File: src/rtl/btsm_ram.sv
// Generic single-write, single-read RAM with a registered read port.
// Stand-alone; no package dependency.
`timescale 1ns / 1ps
`default_nettype none
module btsm_ram #(
	parameter int WIDTH = 8,
	parameter int DEPTH = 16
) (
	input  wire logic                     clk,
	input  wire logic                     we,
	input  wire logic [$clog2(DEPTH)-1:0] waddr,
	input  wire logic [WIDTH-1:0]         wdata,
	input  wire logic [$clog2(DEPTH)-1:0] raddr,
	output logic      [WIDTH-1:0]         rdata
);
	logic [WIDTH-1:0] mem [DEPTH];

	always_ff @(posedge clk) begin
		if (we) begin
			mem[waddr] <= wdata;
		end
		rdata <= mem[raddr];
	end
endmodule
`default_nettype wire

File: config.mk
export PLATFORM = sky130hd
export DESIGN_NAME = btsm_ram
export DESIGN_NICKNAME = d
export VERILOG_FILES = /design/src/rtl/btsm_ram.sv
export SDC_FILE = /design/constraint.sdc
export NUM_CORES = 1
export LEC_CHECK = 0
export ABC_AREA = 1
export BUFFER_PORTS_ARGS = -buffer_cell sky130_fd_sc_hd__buf_2
export CAP_MARGIN = 20
export CORE_MARGIN = 2
export CORE_UTILIZATION = 35
export CTS_BUF_LIST = sky130_fd_sc_hd__clkbuf_8
export DETAILED_ROUTE_END_ITERATION = 16
export HOLD_SLACK_MARGIN = 0.12
export SYNTH_ARGS = -nofsm -noshare
export SYNTH_HDL_FRONTEND = slang
export SYNTH_SLANG_ARGS = --single-unit
File: constraint.sdc
create_clock -name clk -period 1.6 [get_ports clk]
set_clock_uncertainty 0.15 [all_clocks]
set_input_delay 0.16 -clock clk [delete_from_list [all_inputs] [get_ports clk]]
set_output_delay 0.16 -clock clk [all_outputs]
set_load 0.02 [all_outputs]
Word level (Yosys, flattened, before mapping)
Memory sizes are Yosys's and may differ from the RTL's. A register that Yosys moved wholly into a read port is not among the register bits.
Index checks and enable logic that the tools add are counted.
{ "classes": {"n_addsub": 0, "n_mul": 0, "div": 0, "magnitude_cmp": 0, "n_eq_ne": 0, "shifts": 0, "mux": 2, "n_bitwise": 0, "reduce_logical": 0} }
{ "ops": {"columns": ["operator", "count"], "rows": [
  ["$mux W1", 2]
]} }
{ "word_totals": {"register_bits": 0, "latchBits": 0, "ram_bits": 128, "mem_bits_ro": 0, "inputBits": 18, "output_inout_bits": 8, "n_memories": 1} }
{ "memory_table": {"columns": ["memory", "words", "width", "read_ports", "rd_clocked_by_memory_dff", "wr", "line", "source"], "rows": [
  ["mem", 16, 8, 1, 1, 1, "16", "logic [WIDTH-1:0] mem [DEPTH];"]
]} }

Logic depth before layout (Yosys ltp)
{ "logic_depth": {"depth_word": 2, "ltp_mapped": 8} }

Worst setup path before layout
No wires, ideal clock.
{ "synth_timing": {"path_type": "input-to-reg", "start": "in waddr[2]", "end": "mem mem[10][0] (enable)", "t_arrival_ps": 741, "required_time_ps": 1080, "path_slack_ps": 339, "cell_stages": 2, "path_buffers": 0, "path_cell_list": "nand3b_1 > nor2_1"} }
{ "synth_rtl": {"columns": ["item", "line", "source"], "rows": [
  ["from (decl)", "11", "input wire logic [$clog2(DEPTH)-1:0] waddr,"],
  ["to (decl)", "16", null]
]} }
No word-level cell before the write port.

==> impl_metrics.tcl <==
set metrics [dict create \
    power.switching_uw 1574 \
    hold_path_class "primary input to flip-flop" \
    synth_area_um2 5767 \
    synth_edf_count 128 \
    tightestPinTransition_ns 0.3609 \
    syn-num-nets 569 \
    core_um2 16000 \
    yosysSeqAreaShare_pct 69.43 \
    powerDensity_nw_per_um2 1036 \
    htree_levels 4 \
    crit_family "buffers and inverters" \
    viasPerCell 4.571 \
    path_cells "dlygate4sd3_1 -> buf_2 -> inv_2 -> buf_6 -> nand3_1 -> nand3_1 -> nand3_1 -> nand2_1" \
    async_flop_share_pct 0 \
    grt_pass1_vias 3930 \
    status "finished, final reports clean" \
    synthTopCellsByCount "nand2_1, edfxtp_1, inv_1, nand3_1, nor2_1" \
    io_buffers 25 \
    cts_max_path_buffers 2 \
    synth_seq_cells 136 \
    first_iter_violations 339 \
    endpoint_kind "flip-flop" \
    clk_latency_ns 0.45 \
    ys_warn_count 0 \
    path_buf_inv 4 \
    worst_ep_required_time_ns 1.78 \
    top_usage_layer "met2" \
    use_met1_pct 19.35 \
    die_y_um 132.4 \
    fp.dieW_um 132.4 \
    power.share.switching_pct 22.78 \
    yosysTopAreaCell "edfxtp_1" \
    peakVddDrop_mv 0.4776 \
    antenna_cells 0 \
    rsz0062_at_grt "false" \
    max_slew_margin_pct 75.94 \
    vias 3835 \
    crit_type "primary input to flip-flop" \
    report.final.slew_viol_count 0 \
    wl_per_cell_um 15.55 \
    place_hpwl_mm 8.505 \
    cp_common_cell "nand3_1" \
    comb_power_share_pct 7.7 \
    antenna_found_initial 0 \
    cts_setup_buffers 0 \
    synth_top_area_share_pct 66.65 \
    io_pins 26 \
    max_stage_delay_ns 0.52 \
    root_buffer "clkbuf_8" \
    worstPathArrival_ns 1.65 \
    crit_fanout 22 \
    syn_inst 551 \
    hold_viol 0 \
    seq_power_share_pct 58.0 \
    cts.reportedPaths.clkPinSlew_ns 0.07 \
    finalWorstSetupSlack_ns 0.1291 \
    drtPass1Iterations 5 \
    start_util_pct 36.04 \
    rows 46 \
    numCtsBuffers 17 \
    p_leak_uw 0.002916 \
    areaGrowthSynthToFinish_pct 15.58 \
    max_freq_mhz 679.9 \
    grt_util_met3_pct 3.383 \
    tns_ns 0 \
    whs_ns 0.1316 \
    synth_most_common_cell "nand2_1" \
    p_int_uw 5334 \
    clock-sinks 136 \
    final_net_count 628 \
    p_clk_share_pct 34.3 \
    ys_types 12 \
    met2_usage_pct 26.80 \
    drc 0 \
    fin_crit_sh_pct 91.93 \
    cts_tree "yes" \
    final_layout_size_suffix_gt1_share_pct 13.00 \
    grt_usage_pct 16.05 \
    gp_congestion 0.8615 \
    cpMaxStageDelayCell "dlygate4sd3_1" \
    pre_cts_slack_ns 0.1000 \
    maxCapViolCount 0 \
    critPathLaunchType "primary input" \
    synth_area_leaders "edfxtp_1, nand2_1, nand3_1" \
    grt_pass1_wl_mm 20.80 \
    grt_max_degree 27 \
    syn_area_per_cell_um2 10.47 \
    overflow 0 \
    finalWirelength_mm 13.04 \
    finalSetupViolCount 0 \
    die_area_um2 17520 \
    postRouteAntennaNets 0 \
    min_period_ns 1.471 \
    ys.flop_type "edfxtp_1" \
]
-- metal layers --
metal | part of all wire, % | routed length (um)
met4 | 2.1 | 268
met2 | 50 | 6530
met3 | 5.9 | 776
met1 | 42 | 5467
met5 | 0 | 0
-- path summary, 6_finish.rpt --
check / startpoint / end / slack (ns) / cells past startpoint
max: raddr[1] / rdata[6] / 0.13 / 8
min: raddr[2] / rdata[0] / 0.13 / 5
max reg2reg: mem[13][6] / rdata[6] / 0.42 / 6
min reg2reg: mem[10][3] / rdata[3] / 0.52 / 6
-- cells in the final DEF, fill, tap and decap left out, types with 4 or more instances in the layout --
cell | Yosys | routed
nand2_1 | 173 | 173
dlygate4sd3_1 | 0 | 10
clkinv_2 | 0 | 4
clkbuf_8 | 0 | 21
nor2_1 | 17 | 17
edfxtp_1 | 128 | 128
dfxtp_1 | 8 | 8
buf_4 | 4 | 27
buf_2 | 13 | 25
inv_1 | 100 | 107
nand3_1 | 97 | 97
-- per-stage QoR --
| stage | util [%] | total power [uW] | std cells | cell area [um^2] |
|---|---|---|---|---|
| floorplan | - | 4386 | 551 | 5767 |
| global placement | 38.91 | 4594 | 797 | 6226 |
| detailed placement | 38.91 | 4607 | 797 | 6226 |
| CTS | 41.63 | 6984 | 839 | 6661 |
| global route | 41.66 | 7192 | 839 | 6665 |
| finish | 41.66 | 6908 | 839 | 6665 |
-- tightest hold or removal path: stages --
cell and delay [ns]:
buf_2 0.11, buf_4 0.19, nand3_1 0.10, nand3_1 0.07, nand2_1 0.06
-- cell families after synthesis --
family / count (synthesis) / share of synthesized area [%]
AND/OR/NAND/NOR: 289 / 21.05
flip-flops: 136 / 69.43
buffers and inverters: 126 / 9.525
-- sequential cells by signal, indices dropped and copies added, names as in the netlist --
| name | cells |
|---|---|
| mem | 128 |
| rdata | 8 |
-- final cells by class --
cell class / count / area (um^2)
multi-input cells: 289 / 1214
well taps: 216 / 270.3
fillers: 1604 / 9335
clock inverters: 11 / 46.29
repair buffers: 64 / 459.2
inverters: 102 / 382.9
clock buffers: 21 / 289.0
flip-flops and latches: 136 / 4004
-- power groups by stage --
stage / Combinational, uW / Sequential, uW / Clock, uW
final: 534 / 4010 / 2370
after global routing: 600 / 4010 / 2580
after CTS: 543 / 4010 / 2430
after detailed placement: 522 / 4090 / 0
after global placement: 510 / 4080 / 0
after floorplan: 281 / 4110 / 0
-- timing repair --
action | CTS | global route
endpoints found under the setup margin | 0 | 1
endpoints found under the hold margin | 136 | 0
hold buffers | 10 | 0
gates resized for setup | 0 | 1
Note: power is estimated with default switching activity, not from simulation.
